===== config.mk =====
export PLATFORM = sky130hd
export DESIGN_NAME = buddy_status_bitmap_flat
export DESIGN_NICKNAME = d
export VERILOG_FILES = /design/src/hdl/bsb_pkg.sv /design/src/hdl/bsb_req_if.sv /design/src/hdl/bsb_rsp_if.sv /design/src/hdl/buddy_status_bitmap.sv /design/src/hdl/bsb_ctrl.sv /design/src/hdl/bsb_datapath.sv /design/src/flat_wrapper.sv
export SDC_FILE = /design/constraint.sdc
export NUM_CORES = 2
export LEC_CHECK = 0
export BUFFER_PORTS_ARGS = -buffer_cell sky130_fd_sc_hd__clkbuf_2
export CORE_ASPECT_RATIO = 1.5
export CORE_MARGIN = 2
export CORE_UTILIZATION = 35
export CTS_BUF_LIST = sky130_fd_sc_hd__clkbuf_8
export CTS_CLUSTER_DIAMETER = 100
export DETAILED_ROUTE_END_ITERATION = 8
export PLACE_DENSITY = 0.61
export SYNTH_ARGS = -nofsm -noshare
export SYNTH_HDL_FRONTEND = slang
export SYNTH_SLANG_ARGS = --single-unit

===== constraint.sdc =====
create_clock -name clk_i -period 8.45 [get_ports clk_i]
set_input_delay 1.2675 -clock clk_i [delete_from_list [all_inputs] [get_ports clk_i]]
set_output_delay 1.2675 -clock clk_i [all_outputs]
set_load 0.1 [all_outputs]

===== src/hdl/bsb_pkg.sv =====
// Shared types and constants for the buddy status bitmap.
// No dependencies; every other file of the block imports this package.
package bsb_pkg;

  // Default tree geometry
  localparam int unsigned TOP_LEVEL_DEF       = 10;
  localparam int unsigned MIN_BLOCK_SHIFT_DEF = 4;

  // Fixed field widths
  localparam int unsigned OPCODE_W  = 2;
  localparam int unsigned LEVEL_W   = 4;
  localparam int unsigned INDEX_W   = 10;
  localparam int unsigned OFFSET_W  = 14;
  localparam int unsigned WORD_W    = 32;
  localparam int unsigned BIT_SEL_W = 5;

  typedef enum logic [OPCODE_W-1:0] {
    OP_GET  = 2'd0,
    OP_SET  = 2'd1,
    OP_FIND = 2'd2
  } opcode_e;

  // Class of an incoming word after range checks
  typedef enum logic [1:0] {
    KIND_NODE = 2'd0,
    KIND_FIND = 2'd1,
    KIND_BAD  = 2'd2
  } kind_e;

  // Controller -> datapath
  typedef struct packed {
    logic clr_we;
    logic load;
    logic node_rd;
    logic node_mod;
    logic find_step;
    logic res_hit;
    logic out_load;
  } cmd_t;

  // Datapath -> controller
  typedef struct packed {
    logic  clr_last;
    kind_e in_kind;
    logic  find_hit;
    logic  find_end;
    logic  out_free;
  } status_t;

endpackage


===== src/hdl/bsb_req_if.sv =====
// Request channel of the buddy status bitmap: valid/ready plus request fields.
// Depends on bsb_pkg for field widths.
interface bsb_req_if;
  import bsb_pkg::*;

  logic                valid;
  logic                ready;
  logic [OPCODE_W-1:0] opcode;
  logic [LEVEL_W-1:0]  tree_level;
  logic [INDEX_W-1:0]  node_index;
  logic                write_value;
  logic [OFFSET_W-1:0] byte_offset;

  modport source (
    output valid, opcode, tree_level, node_index, write_value, byte_offset,
    input  ready
  );
  modport sink (
    input  valid, opcode, tree_level, node_index, write_value, byte_offset,
    output ready
  );
endinterface


===== src/hdl/bsb_rsp_if.sv =====
// Response channel of the buddy status bitmap: valid/ready plus result fields.
// Depends on bsb_pkg for field widths.
interface bsb_rsp_if;
  import bsb_pkg::*;

  logic               valid;
  logic               ready;
  logic               node_bit;
  logic               found;
  logic [LEVEL_W-1:0] found_level;
  logic               bad_request;

  modport source (
    output valid, node_bit, found, found_level, bad_request,
    input  ready
  );
  modport sink (
    input  valid, node_bit, found, found_level, bad_request,
    output ready
  );
endinterface


===== src/hdl/buddy_status_bitmap.sv =====
// Buddy status bitmap: get/set one node bit, or find the allocated level of an offset.
// Accept to response valid: get/set pass S_NODE_RD, S_NODE_MOD, S_RESP; a rejected word
// goes to S_RESP; find walks down from the level in use to a hit or past level 0. S_RESP
// waits for a free output. Next word taken the cycle after the response is loaded.
// The find walk reads at most one word per level, at aligned levels. Reset: async active
// low; then a clearing pass zeroes every status word while req_i.ready stays low.
module buddy_status_bitmap #(
  parameter int unsigned TOP_LEVEL       = bsb_pkg::TOP_LEVEL_DEF,
  parameter int unsigned MIN_BLOCK_SHIFT = bsb_pkg::MIN_BLOCK_SHIFT_DEF
) (
  input  logic                        clk_i,
  input  logic                        rst_ni,
  bsb_req_if.sink                     req_i,
  bsb_rsp_if.source                   rsp_o,
  input  logic                        cfg_we_i,
  input  logic [bsb_pkg::LEVEL_W-1:0] cfg_wdata_i
);
  import bsb_pkg::*;

  // Controller and datapath talk only through these two structs.
  cmd_t    cmd;
  status_t status;

  // Controller: clear sweep, then one request word at a time.
  bsb_ctrl u_ctrl (
    .clk_i       (clk_i),
    .rst_ni      (rst_ni),
    .req_valid_i (req_i.valid),
    .req_ready_o (req_i.ready),
    .status_i    (status),
    .cmd_o       (cmd)
  );

  // Datapath: config register, bitmap memory (registered read), find walk,
  // and the output register that holds a finished response word.
  bsb_datapath #(
    .TOP_LEVEL       (TOP_LEVEL),
    .MIN_BLOCK_SHIFT (MIN_BLOCK_SHIFT)
  ) u_datapath (
    .clk_i             (clk_i),
    .rst_ni            (rst_ni),
    .cfg_we_i          (cfg_we_i),
    .cfg_wdata_i       (cfg_wdata_i),
    .opcode_i          (req_i.opcode),
    .tree_level_i      (req_i.tree_level),
    .node_index_i      (req_i.node_index),
    .write_value_i     (req_i.write_value),
    .byte_offset_i     (req_i.byte_offset),
    .cmd_i             (cmd),
    .status_o          (status),
    .rsp_valid_o       (rsp_o.valid),
    .rsp_ready_i       (rsp_o.ready),
    .rsp_node_bit_o    (rsp_o.node_bit),
    .rsp_found_o       (rsp_o.found),
    .rsp_found_level_o (rsp_o.found_level),
    .rsp_bad_request_o (rsp_o.bad_request)
  );

endmodule


===== src/hdl/bsb_ctrl.sv =====
// Sequencing FSM of the buddy status bitmap: clear pass, get/set, find walk.
// Depends on bsb_pkg (cmd_t, status_t, kind_e).
module bsb_ctrl (
  input  logic              clk_i,
  input  logic              rst_ni,
  input  logic              req_valid_i,
  output logic              req_ready_o,
  input  bsb_pkg::status_t  status_i,
  output bsb_pkg::cmd_t     cmd_o
);
  import bsb_pkg::*;

  typedef enum logic [5:0] {
    S_CLEAR    = 6'b000001,
    S_IDLE     = 6'b000010,
    S_NODE_RD  = 6'b000100,
    S_NODE_MOD = 6'b001000,
    S_FIND     = 6'b010000,
    S_RESP     = 6'b100000
  } state_e;

  state_e state_q, state_d;

  assign req_ready_o = (state_q == S_IDLE);

  always_comb begin
    state_d = state_q;
    cmd_o   = '0;
    unique case (state_q)
      S_CLEAR: begin
        cmd_o.clr_we = 1'b1;
        if (status_i.clr_last) begin
          state_d = S_IDLE;
        end
      end
      S_IDLE: begin
        if (req_valid_i) begin
          cmd_o.load = 1'b1;
          unique case (status_i.in_kind)
            KIND_NODE: state_d = S_NODE_RD;
            KIND_FIND: state_d = S_FIND;
            default:   state_d = S_RESP;
          endcase
        end
      end
      S_NODE_RD: begin
        cmd_o.node_rd = 1'b1;
        state_d       = S_NODE_MOD;
      end
      S_NODE_MOD: begin
        cmd_o.node_mod = 1'b1;
        state_d        = S_RESP;
      end
      S_FIND: begin
        if (status_i.find_hit) begin
          cmd_o.res_hit = 1'b1;
          state_d       = S_RESP;
        end else if (status_i.find_end) begin
          state_d = S_RESP;
        end else begin
          cmd_o.find_step = 1'b1;
        end
      end
      S_RESP: begin
        if (status_i.out_free) begin
          cmd_o.out_load = 1'b1;
          state_d        = S_IDLE;
        end
      end
      default: state_d = S_CLEAR;
    endcase
  end

  always_ff @(posedge clk_i or negedge rst_ni) begin
    if (!rst_ni) begin
      state_q <= S_CLEAR;
    end else begin
      state_q <= state_d;
    end
  end

endmodule


===== src/hdl/bsb_datapath.sv =====
// Datapath of the buddy status bitmap: config register, status memory,
// position arithmetic, find walk registers and output register. Uses bsb_pkg.
module bsb_datapath #(
  parameter int unsigned TOP_LEVEL       = bsb_pkg::TOP_LEVEL_DEF,
  parameter int unsigned MIN_BLOCK_SHIFT = bsb_pkg::MIN_BLOCK_SHIFT_DEF
) (
  input  logic                         clk_i,
  input  logic                         rst_ni,
  input  logic                         cfg_we_i,
  input  logic [bsb_pkg::LEVEL_W-1:0]  cfg_wdata_i,
  input  logic [bsb_pkg::OPCODE_W-1:0] opcode_i,
  input  logic [bsb_pkg::LEVEL_W-1:0]  tree_level_i,
  input  logic [bsb_pkg::INDEX_W-1:0]  node_index_i,
  input  logic                         write_value_i,
  input  logic [bsb_pkg::OFFSET_W-1:0] byte_offset_i,
  input  bsb_pkg::cmd_t                cmd_i,
  output bsb_pkg::status_t             status_o,
  output logic                         rsp_valid_o,
  input  logic                         rsp_ready_i,
  output logic                         rsp_node_bit_o,
  output logic                         rsp_found_o,
  output logic [bsb_pkg::LEVEL_W-1:0]  rsp_found_level_o,
  output logic                         rsp_bad_request_o
);
  import bsb_pkg::*;

  localparam int unsigned POS_W        = (TOP_LEVEL + 1 > 5) ? TOP_LEVEL + 1 : 5;
  localparam int unsigned STATUS_WORDS = ((1 << (TOP_LEVEL + 1)) + 31) >> 5;
  localparam int unsigned AW           = (STATUS_WORDS > 1) ? $clog2(STATUS_WORDS) : 1;
  localparam int unsigned LEVEL_MAX    = (1 << LEVEL_W) - 1;
  localparam int unsigned TOP_CAP      = (TOP_LEVEL > LEVEL_MAX) ? LEVEL_MAX : TOP_LEVEL;

  // ---------------- config
  logic [LEVEL_W-1:0] cfg_top_q;
  logic [LEVEL_W-1:0] top_eff;

  always_ff @(posedge clk_i or negedge rst_ni) begin
    if (!rst_ni) begin
      cfg_top_q <= LEVEL_W'(TOP_CAP);
    end else if (cfg_we_i) begin
      cfg_top_q <= cfg_wdata_i;
    end
  end

  assign top_eff = (cfg_top_q > LEVEL_W'(TOP_CAP)) ? LEVEL_W'(TOP_CAP) : cfg_top_q;

  // ---------------- request decode
  logic [OFFSET_W-1:0] units_in;
  logic                in_tree;
  logic                find_bad;
  logic [POS_W-1:0]    node_mask;
  logic [POS_W-1:0]    node_pos;
  kind_e               in_kind;

  assign units_in = byte_offset_i >> MIN_BLOCK_SHIFT;
  assign in_tree  = (tree_level_i <= top_eff) &&
                    ((node_index_i >> (top_eff - tree_level_i)) == '0);
  assign find_bad = (units_in >> top_eff) != '0;

  assign node_mask = (POS_W'(1) << tree_level_i) - POS_W'(1);
  assign node_pos  = (POS_W'(node_index_i) << ({1'b0, tree_level_i} + 5'd1)) | node_mask;

  always_comb begin
    unique case (opcode_i) inside
      OP_GET, OP_SET: in_kind = in_tree ? KIND_NODE : KIND_BAD;
      OP_FIND:        in_kind = find_bad ? KIND_BAD : KIND_FIND;
      default:        in_kind = KIND_BAD;
    endcase
  end

  // ---------------- request registers
  logic                 is_set_q;
  logic                 wv_q;
  logic [AW-1:0]        addr_q;
  logic [BIT_SEL_W-1:0] bit_q;
  logic [OFFSET_W-1:0]  units_q;

  always_ff @(posedge clk_i) begin
    if (cmd_i.load) begin
      is_set_q <= (opcode_i == OP_SET);
      wv_q     <= write_value_i;
      addr_q   <= AW'(node_pos >> BIT_SEL_W);
      bit_q    <= node_pos[BIT_SEL_W-1:0];
      units_q  <= units_in;
    end
  end

  // ---------------- find walk
  logic [LEVEL_W-1:0]   cur_q;
  logic                 exh_q;
  logic                 pend_q;
  logic [LEVEL_W-1:0]   pend_lvl_q;
  logic [BIT_SEL_W-1:0] pend_bit_q;
  logic [POS_W-1:0]     find_mask;
  logic [POS_W-1:0]     find_pos;
  logic                 aligned;
  logic                 find_issue;

  assign find_mask  = (POS_W'(1) << cur_q) - POS_W'(1);
  assign aligned    = (POS_W'(units_q) & find_mask) == '0;
  // left-child chain: index units>>l at level l sits at (units & ~mask)<<1 | mask
  assign find_pos   = ((POS_W'(units_q) & ~find_mask) << 1) | find_mask;
  assign find_issue = cmd_i.find_step && !exh_q && aligned;

  always_ff @(posedge clk_i or negedge rst_ni) begin
    if (!rst_ni) begin
      cur_q  <= '0;
      exh_q  <= 1'b0;
      pend_q <= 1'b0;
    end else if (cmd_i.load) begin
      cur_q  <= top_eff;
      exh_q  <= 1'b0;
      pend_q <= 1'b0;
    end else if (cmd_i.find_step) begin
      cur_q  <= cur_q - LEVEL_W'(1);
      exh_q  <= exh_q || (cur_q == '0);
      pend_q <= !exh_q && aligned;
    end
  end

  always_ff @(posedge clk_i) begin
    if (cmd_i.find_step) begin
      pend_lvl_q <= cur_q;
      pend_bit_q <= find_pos[BIT_SEL_W-1:0];
    end
  end

  // ---------------- status memory
  logic [WORD_W-1:0] status_mem_q [STATUS_WORDS];
  logic [WORD_W-1:0] rdata_q;
  logic              mem_we;
  logic [AW-1:0]     mem_waddr;
  logic [WORD_W-1:0] mem_wdata;
  logic              mem_re;
  logic [AW-1:0]     mem_raddr;
  logic [AW-1:0]     clr_q;

  always_ff @(posedge clk_i or negedge rst_ni) begin
    if (!rst_ni) begin
      clr_q <= '0;
    end else if (cmd_i.clr_we) begin
      clr_q <= clr_q + AW'(1);
    end
  end

  always_comb begin
    mem_we    = 1'b0;
    mem_waddr = addr_q;
    mem_wdata = (rdata_q & ~(WORD_W'(1) << bit_q)) | (WORD_W'(wv_q) << bit_q);
    if (cmd_i.clr_we) begin
      mem_we    = 1'b1;
      mem_waddr = clr_q;
      mem_wdata = '0;
    end else if (cmd_i.node_mod && is_set_q) begin
      mem_we = 1'b1;
    end
  end

  assign mem_re    = cmd_i.node_rd || find_issue;
  assign mem_raddr = cmd_i.node_rd ? addr_q : AW'(find_pos >> BIT_SEL_W);

  always_ff @(posedge clk_i) begin
    if (mem_we) begin
      status_mem_q[mem_waddr] <= mem_wdata;
    end
    if (mem_re) begin
      rdata_q <= status_mem_q[mem_raddr];
    end
  end

  // ---------------- result and output register
  logic               res_nbit_q;
  logic               res_found_q;
  logic [LEVEL_W-1:0] res_level_q;
  logic               res_bad_q;
  logic               out_valid_q;

  always_ff @(posedge clk_i) begin
    if (cmd_i.load) begin
      res_nbit_q  <= 1'b0;
      res_found_q <= 1'b0;
      res_level_q <= '0;
      res_bad_q   <= (in_kind == KIND_BAD);
    end else begin
      if (cmd_i.node_mod && !is_set_q) begin
        res_nbit_q <= rdata_q[bit_q];
      end
      if (cmd_i.res_hit) begin
        res_found_q <= 1'b1;
        res_level_q <= pend_lvl_q;
      end
    end
  end

  always_ff @(posedge clk_i or negedge rst_ni) begin
    if (!rst_ni) begin
      out_valid_q <= 1'b0;
    end else if (cmd_i.out_load) begin
      out_valid_q <= 1'b1;
    end else if (rsp_ready_i) begin
      out_valid_q <= 1'b0;
    end
  end

  always_ff @(posedge clk_i) begin
    if (cmd_i.out_load) begin
      rsp_node_bit_o    <= res_nbit_q;
      rsp_found_o       <= res_found_q;
      rsp_found_level_o <= res_level_q;
      rsp_bad_request_o <= res_bad_q;
    end
  end

  assign rsp_valid_o = out_valid_q;

  // ---------------- status to controller
  assign status_o.clr_last = (clr_q == AW'(STATUS_WORDS - 1));
  assign status_o.in_kind  = in_kind;
  assign status_o.find_hit = pend_q && rdata_q[pend_bit_q];
  assign status_o.find_end = exh_q;
  assign status_o.out_free = !out_valid_q || rsp_ready_i;

endmodule


===== src/flat_wrapper.sv =====
// flat-port wrapper written by rule: the top's interface ports become plain ports
module buddy_status_bitmap_flat import bsb_pkg::*;
#(
  parameter int unsigned TOP_LEVEL       = bsb_pkg::TOP_LEVEL_DEF,
  parameter int unsigned MIN_BLOCK_SHIFT = bsb_pkg::MIN_BLOCK_SHIFT_DEF
)
  (clk_i, rst_ni, cfg_we_i, cfg_wdata_i, req_i_valid, req_i_opcode, req_i_tree_level, req_i_node_index, req_i_write_value, req_i_byte_offset, req_i_ready, rsp_o_valid, rsp_o_node_bit, rsp_o_found, rsp_o_found_level, rsp_o_bad_request, rsp_o_ready);
  bsb_req_if req_i_i ();
  bsb_rsp_if rsp_o_i ();
  input  logic clk_i;
  input  logic rst_ni;
  input  logic cfg_we_i;
  input  logic [bsb_pkg::LEVEL_W-1:0] cfg_wdata_i;
  input wire logic [$bits(req_i_i.valid)-1:0] req_i_valid;
  input wire logic [$bits(req_i_i.opcode)-1:0] req_i_opcode;
  input wire logic [$bits(req_i_i.tree_level)-1:0] req_i_tree_level;
  input wire logic [$bits(req_i_i.node_index)-1:0] req_i_node_index;
  input wire logic [$bits(req_i_i.write_value)-1:0] req_i_write_value;
  input wire logic [$bits(req_i_i.byte_offset)-1:0] req_i_byte_offset;
  output wire logic [$bits(req_i_i.ready)-1:0] req_i_ready;
  output wire logic [$bits(rsp_o_i.valid)-1:0] rsp_o_valid;
  output wire logic [$bits(rsp_o_i.node_bit)-1:0] rsp_o_node_bit;
  output wire logic [$bits(rsp_o_i.found)-1:0] rsp_o_found;
  output wire logic [$bits(rsp_o_i.found_level)-1:0] rsp_o_found_level;
  output wire logic [$bits(rsp_o_i.bad_request)-1:0] rsp_o_bad_request;
  input wire logic [$bits(rsp_o_i.ready)-1:0] rsp_o_ready;
  assign req_i_i.valid = req_i_valid;
  assign req_i_i.opcode = req_i_opcode;
  assign req_i_i.tree_level = req_i_tree_level;
  assign req_i_i.node_index = req_i_node_index;
  assign req_i_i.write_value = req_i_write_value;
  assign req_i_i.byte_offset = req_i_byte_offset;
  assign req_i_ready = req_i_i.ready;
  assign rsp_o_valid = rsp_o_i.valid;
  assign rsp_o_node_bit = rsp_o_i.node_bit;
  assign rsp_o_found = rsp_o_i.found;
  assign rsp_o_found_level = rsp_o_i.found_level;
  assign rsp_o_bad_request = rsp_o_i.bad_request;
  assign rsp_o_i.ready = rsp_o_ready;
  buddy_status_bitmap #(.TOP_LEVEL(TOP_LEVEL), .MIN_BLOCK_SHIFT(MIN_BLOCK_SHIFT)) u_core (.clk_i(clk_i), .rst_ni(rst_ni), .req_i(req_i_i), .rsp_o(rsp_o_i), .cfg_we_i(cfg_we_i), .cfg_wdata_i(cfg_wdata_i));
endmodule

# ---- Yosys cells after proc, flatten, opt, wreduce, memory -nomap -nowiden
# Memory sizes are Yosys's and may differ from the RTL's. A register that Yosys moved wholly into a read port is not among the register bits.
# Cells that the tools add are included.
dict set report op_classes {
  add_sub_neg 6
  n_mul 0
  div_mod_pow 0
  order_cmp 4
  eq_ne 15
  shift 7
  n_mux 41
  n_bitwise 8
  n_reduce_logical 23
}
# cell count
set ops {}
lappend ops {{$mux 6} 7}
lappend ops {{$pmux 6 s6} 1}
lappend ops {{$and 32x32->32} 1}
lappend ops {{$mux 32} 1}
lappend ops {{$not 32->32} 1}
lappend ops {{$or 32x32->32} 1}
lappend ops {{$shl 1x5->32} 1}
lappend ops {{$shl 1x5->32 const A} 1}
lappend ops {{$mux 1} 22}
lappend ops {{$or 11x11->11} 2}
lappend ops {{$shl 1x4->11 const A} 2}
lappend ops {{$sub 11x2->11 const B} 2}
lappend ops {{$reduce_bool 14->1} 1}
lappend ops {{$shr 10x4->14} 1}
lappend ops {{$eq 6x6->1 const B} 2}
lappend ops {{$lt 5x6->1 const B} 2}
lappend ops {{$mux 4} 3}
lappend ops {{$pmux 6 s2} 1}
lappend ops {{$and 10x11->11} 1}
lappend ops {{$logic_not 11->1} 1}
lappend ops {{$shl 10x5->11} 1}
lappend ops {{$and 10x10->10} 1}
lappend ops {{$bmux 1 s5} 2}
lappend ops {{$logic_not 10->1} 1}
lappend ops {{28 further kinds} 45}
dict set report word_totals {
  reg_bits 69
  latch_bits 0
  ram_bits 2048
  romBits 0
  input_bits 40
  output_inout_bits 9
  elab_cells 127
  n_memories 1
}
# name depth word_bits read_ports rd_ports_with_merged_regs wr line
set memory_table {}
lappend memory_table {u_core.u_datapath.status_mem_q 64 32 1 1 1 bsb_datapath.sv:129} ;# logic [WORD_W-1:0] status_mem_q [STATUS_WORDS];

# ---- Longest topological paths before layout
dict set report logic_depth {
  word_depth 12
  mapped_depth 20
  mapped_depth_nobuf 14
}

# ---- Modules after synthesis
# Synthesis repeated with hierarchy kept, for this count alone.
dict set report hier_totals {
  cells_unflattened 5954
  hier_area_um2 86596.8
}
# module instances cells_per_inst area_per_inst_um2 seq_area_each_um2
set modules_own_cells {}
lappend modules_own_cells {bsb_datapath 1 5906 86140.1 64209.1}
lappend modules_own_cells {bsb_ctrl 1 48 456.7 151.4}

# ---- Worst setup path before layout
# Ideal clock, no wire load.
dict set report synth_path {
  kind {flip-flop to flip-flop}
  startpoint {register u_core.u_ctrl.state_q[2]}
  endpoint {register u_core.u_datapath.addr_q[0] (enable)}
  setup_time_ps 376
  arrival_time_ps 4486
  required_ps 8074
  slack_ps 3588
  stages_incl_launch_ff 6
  path_buffers 1
  period_less_slack_ps 4862
  cell_sequence {dfrtp_1 clkbuf_1 nor4_1 nor3b_1 nand2_1 clkinv_1}
}
# item line
set synth_lines {}
lappend synth_lines {{start: declaration} bsb_ctrl.sv:22} ;# state_e state_q, state_d;
lappend synth_lines {{start signal: assignment} bsb_ctrl.sv:78} ;# state_q <= state_d;
lappend synth_lines {{end signal: assignment} bsb_datapath.sv:82} ;# addr_q <= AW'(node_pos >> BIT_SEL_W);
lappend synth_lines {{end: declaration} bsb_datapath.sv:74} ;# logic [AW-1:0] addr_q;

# ---- Final worst setup path
dict set report layout_path {
  startpoint {register u_core.u_datapath.cur_q[0]}
  endpoint {register u_core.u_datapath.rdata_q[19], read port of u_core.u_datapath.status_mem_q (data pin)}
}
dict set report layout_via {
  elab_chain_len 6
  elab_cells_between_ends 10
  cone_classes {1 x add/sub; 1 x shift; 1 x mux; 4 x bitwise; 3 x reduce/logical}
}
# item line
set layout_lines {}
lappend layout_lines {{start: declaration} bsb_datapath.sv:89} ;# logic [LEVEL_W-1:0] cur_q;
lappend layout_lines {{start signal: assignment} bsb_datapath.sv:111} ;# cur_q <= top_eff;
lappend layout_lines {{start signal: assignment} bsb_datapath.sv:115} ;# cur_q <= cur_q - LEVEL_W'(1);
lappend layout_lines {{$shl 1x4->11} bsb_datapath.sv:99} ;# assign find_mask = (POS_W'(1) << cur_q) - POS_W'(1);
lappend layout_lines {{$sub 11x2->11} bsb_datapath.sv:99}
lappend layout_lines {{via u_core.u_datapath.find_mask[0]} bsb_datapath.sv:94} ;# logic [POS_W-1:0] find_mask;
lappend layout_lines {{$and 10x11->11} bsb_datapath.sv:100} ;# assign aligned = (POS_W'(units_q) & find_mask) == '0;
lappend layout_lines {{$logic_not 11->1} bsb_datapath.sv:100}
lappend layout_lines {{$logic_and 1x1->1} bsb_datapath.sv:103} ;# assign find_issue = cmd_i.find_step && !exh_q && aligned;
lappend layout_lines {{$logic_or 1x1->1} bsb_datapath.sv:159} ;# assign mem_re = cmd_i.node_rd || find_issue;
lappend layout_lines {{end: declaration} bsb_datapath.sv:130} ;# logic [WORD_W-1:0] rdata_q;
# The timed path passes the listed nets, and every way through them passes these cells.
# A chain may end at the register's enable or synchronous reset.

==> summary.md <==
| Metric | Value |
|---|---|
| Main synth FF type | `edfxtp_1` |
| Synth Instances | `6098` |
| Worst setup EP type | `flop` |
| CTS buffer count | `308` |
| CTS Hold Bufs | `0` |
| CP Launch Type | `flop` |
| Final Net Count | `6283` |
| Fin crit share | `78.8%` |
| Met3 Wirelength | `19700 um` |
| Warnings, synthesis | `0` |
| PwrDens | `277 nW/um2` |
| Initial drt markers | `6375` |
| Initial antenna violation count | `19` |
| Worst min-delay path class | `in2async` |
| Fmax achieved | `150 MHz` |
| Clock skew | `79.7 ps` |
| Die X | `413 um` |
| Final RePlAce weighted congestion | `0.867` |
| First-pass GRT wire length | `376000 um` |
| Max-slew violations | `0` |
| Layout cell share with drive strength beyond 1 | `12.2%` |
| Core Rows | `225` |
| Postcts setup bufs | `0` |
| Max Cap Viol | `0` |
| I/O Pins | `49` |
| R2R cell count | `17` |
| CTS root buffer | `clkbuf_8` |
| Synth cell types | `76` |
| RSZ-0062 raised after global routing | `false` |
| Bufs on Longest Clock Path | `4` |
| Synth Cell Area | `87800 um2` |
| Total vias in the final route | `55500` |
| DR vias/cell | `5.70` |
| M1 WL | `96500 um` |
| Largest net degree at the start of global routing | `122` |
| Global-route usage over all layers | `20.2%` |
| Vias in the first global route | `54400` |
| Pre-antenna DRT Iters | `8` |
| Asr flop ratio synth | `1.07%` |
| Top sig layer | `met5` |
| Yosys top cell by area | `edfxtp_1` |
| IR drop worst, VDD | `204 uV` |
| Wire per inst | `27.2 um` |
| Initial Util | `35.1%` |
| Grt total ovfl | `0` |
| Post-synth net total | `6158` |
| Flops & latches, synth | `2149` |
| Final min period | `6660 ps` |
| Post-synth EDFFs | `2120` |
| I/O Buffers | `44` |
| P_leak | `0.0336 uW` |
| Slowest-stage cell, CP | `a2111oi_2` |
| Routed wl met2 | `133000 um` |
| Cells along the critical path | `inv_1, ha_1, ha_1, nand2b_1, ha_1, or3b_1, and3_1, a21o_1, buf_4, o31a_2, buf_4, buf_4, a21oi_1, a221oi_1, nor3_1, a2111oi_2, and3_1` |
| Critical Path AT | `7460 ps` |
| Crit path largest cell delay | `870 ps` |
| Resize count post-CTS | `0` |
| Slew @ Worst Pin | `1320 ps` |
| Slew HR | `11.8%` |
| DPL Wire Length | `144000 um` |
| Top cell type's share of synthesized area | `72.5%` |
| Clock-pin transition on the worst setup and hold timing paths | `70 ps` |
| Clock sinks | `2149` |
| Remaining DRCs | `0` |
| Routed wire length | `265000 um` |
| CP required | `9260 ps` |
| Final hold vios | `0` |
| Worst-Skew Late Latency | `950 ps` |
| TNS Setup | `0 ps` |
| Critical path type | `reg2reg` |
| H-tree depth | `5` |
| Post-synthesis sequential area ratio | `73.3%` |
| Die ar. | `255000 um2` |
| Synth area leaders | `edfxtp_1 (72%), mux2i_1 (4.8%), nand2_1 (4.2%), a211oi_1 (2.3%), a21oi_1 (2.2%)` |
| Status | `completed` |
| Crit path max fanout | `34` |
| Post-route antenna net violation count | `0` |
| Syn_area_per_cell | `14.4 um2` |
| Die extent in y | `617 um` |
| Core box area | `250000 um2` |
| CTS tree | `yes` |
| Area Overhead vs Synth | `12.0%` |
| WHS | `394 ps` |
| Final setup fails | `0` |
critical path: cells and delay by family, from the launching register on:
kind            cells  cell delay, ps
flops               1             420
simple gates        5             990
fa+ha+maj           3             980
compound gates      5            2640
buf+inv             4            1440
logic make-up (layout without fill, tap and decap cells):
kind of cell	after synthesis	in the layout	synth area share, %
AOI/OAI and AO/OA	1326	1326	10.2
adders and majority gates	20	20	0.294
DFF	2149	2149	73.3
and+or+nand+nor	1610	1610	7.96
muxes	456	456	5.50
other	0	8	0
buffers and inverters	519	863	2.57
xor gates and xnor gates	18	18	0.180
routing by layer:
layer / vias to the layer above / track usage, %
met1: 28300 / 23.9
met5: - / 0
met4: 2 / 10.8
met3: 638 / 2.83
li1: 23800 / -
met2: 2754 / 35.2
through the flow:
stage | worst slack (ps) | area, um2 | std cells | util [%] | power (uW)
6_report | 1790 | 98300 | 9741 | 39.3 | 27200
5_1_grt | 1620 | 98300 | 9734 | 39.3 | 28200
4_1_cts | 1900 | 98300 | 9733 | 39.3 | 27300
3_5_place_dp | 1900 | 92900 | 9204 | 37.2 | 19800
3_3_place_gp | 2070 | 92900 | 9204 | 37.2 | 19700
2_1_floorplan | 3590 | 87800 | 6098 | - | 17000
sequential cells by signal, summed over array words and instances, names as in the netlist, 4 cells and up:
signal and count:
u_core.u_datapath.rdata_q 32, u_core.u_datapath.units_q 10, u_core.u_datapath.rsp_found_level_o 4, u_core.u_datapath.addr_q 6, u_core.u_ctrl.state_q 6, u_core.u_datapath.clr_q 6
u_core.u_datapath.res_level_q 4, u_core.u_datapath.pend_bit_q 5, u_core.u_datapath.cfg_top_q 4, u_core.u_datapath.pend_lvl_q 4, u_core.u_datapath.bit_q 5, u_core.u_datapath.cur_q 4
u_core.u_datapath.status_mem_q 2048
Yosys cell counts (43+ instances only):
library cell	number
a211oi_1	268
a21oi_1	381
a221oi_1	70
a22oi_1	89
a31oi_1	78
a32oi_1	55
and3_1	82
buf_1	49
buf_2	175
clkbuf_1	182
edfxtp_1	2120
inv_1	89
mux2i_1	424
nand2_1	986
nand3_1	191
nor2_1	166
nor3_1	43
o211ai_1	56
o21ai_0	117
path summary, 6_finish.rpt:
check / start / endpoint / slack, ps
min: rst_ni / u_core.u_datapath.cfg_top_q[2]$_DFFE_PN0P_ / 390
max reg2reg: u_core.u_datapath.cur_q[0]$_DFFE_PN0P_ / u_core.u_datapath.rdata_q[19]$_DFFE_PP_ / 1790
min in group clk_i: u_core.u_datapath.res_level_q[0]$_SDFFE_PP0P_ / u_core.u_datapath.rsp_found_level_o[0]$_DFFE_PP_ / 440
max: u_core.u_datapath.cur_q[0]$_DFFE_PN0P_ / u_core.u_datapath.rdata_q[19]$_DFFE_PP_ / 1790
min reg2reg: u_core.u_datapath.res_level_q[0]$_SDFFE_PP0P_ / u_core.u_datapath.rsp_found_level_o[0]$_DFFE_PP_ / 440
max in group asynchronous: rst_ni / u_core.u_datapath.clr_q[5]$_DFFE_PN0P_ / 7620
report_power, final:
part	switching, uW	internal [uW]	total [uW]
registers	130	12900	13100
clock network	3900	3640	7540
logic	4890	1720	6610
final cells by class:
cell class / count / area, um2
clock inverters: 212 / 1040
inverters: 91 / 342
repair buffers: 243 / 1980
well taps: 3291 / 4120
fillers: 22900 / 152000
clock buffers: 317 / 4360
diodes: 8 / 20.0
multi-input cells: 3430 / 22100
flip-flops and latches: 2149 / 64400
layout by cell type, fill, tap and decap left out, types with 27 or more instances in the layout:
cell type,count
buf_4,178
a22oi_1,89
nand2b_1,27
clkbuf_8,317
nand3b_1,30
clkinv_2,37
a21oi_1,361
o2111ai_1,28
nand2_1,985
and3_1,81
mux2i_1,424
nor2_4,79
nor2_1,88
inv_1,166
a32oi_1,55
nor3_1,43
o21ai_0,117
nand3_1,190
edfxtp_1,2120
a221oi_1,70
clkbuf_2,44
o211ai_1,56
clkinv_1,80
a211oi_1,268
a31oi_1,78
Power figures use the tool's default switching activity.
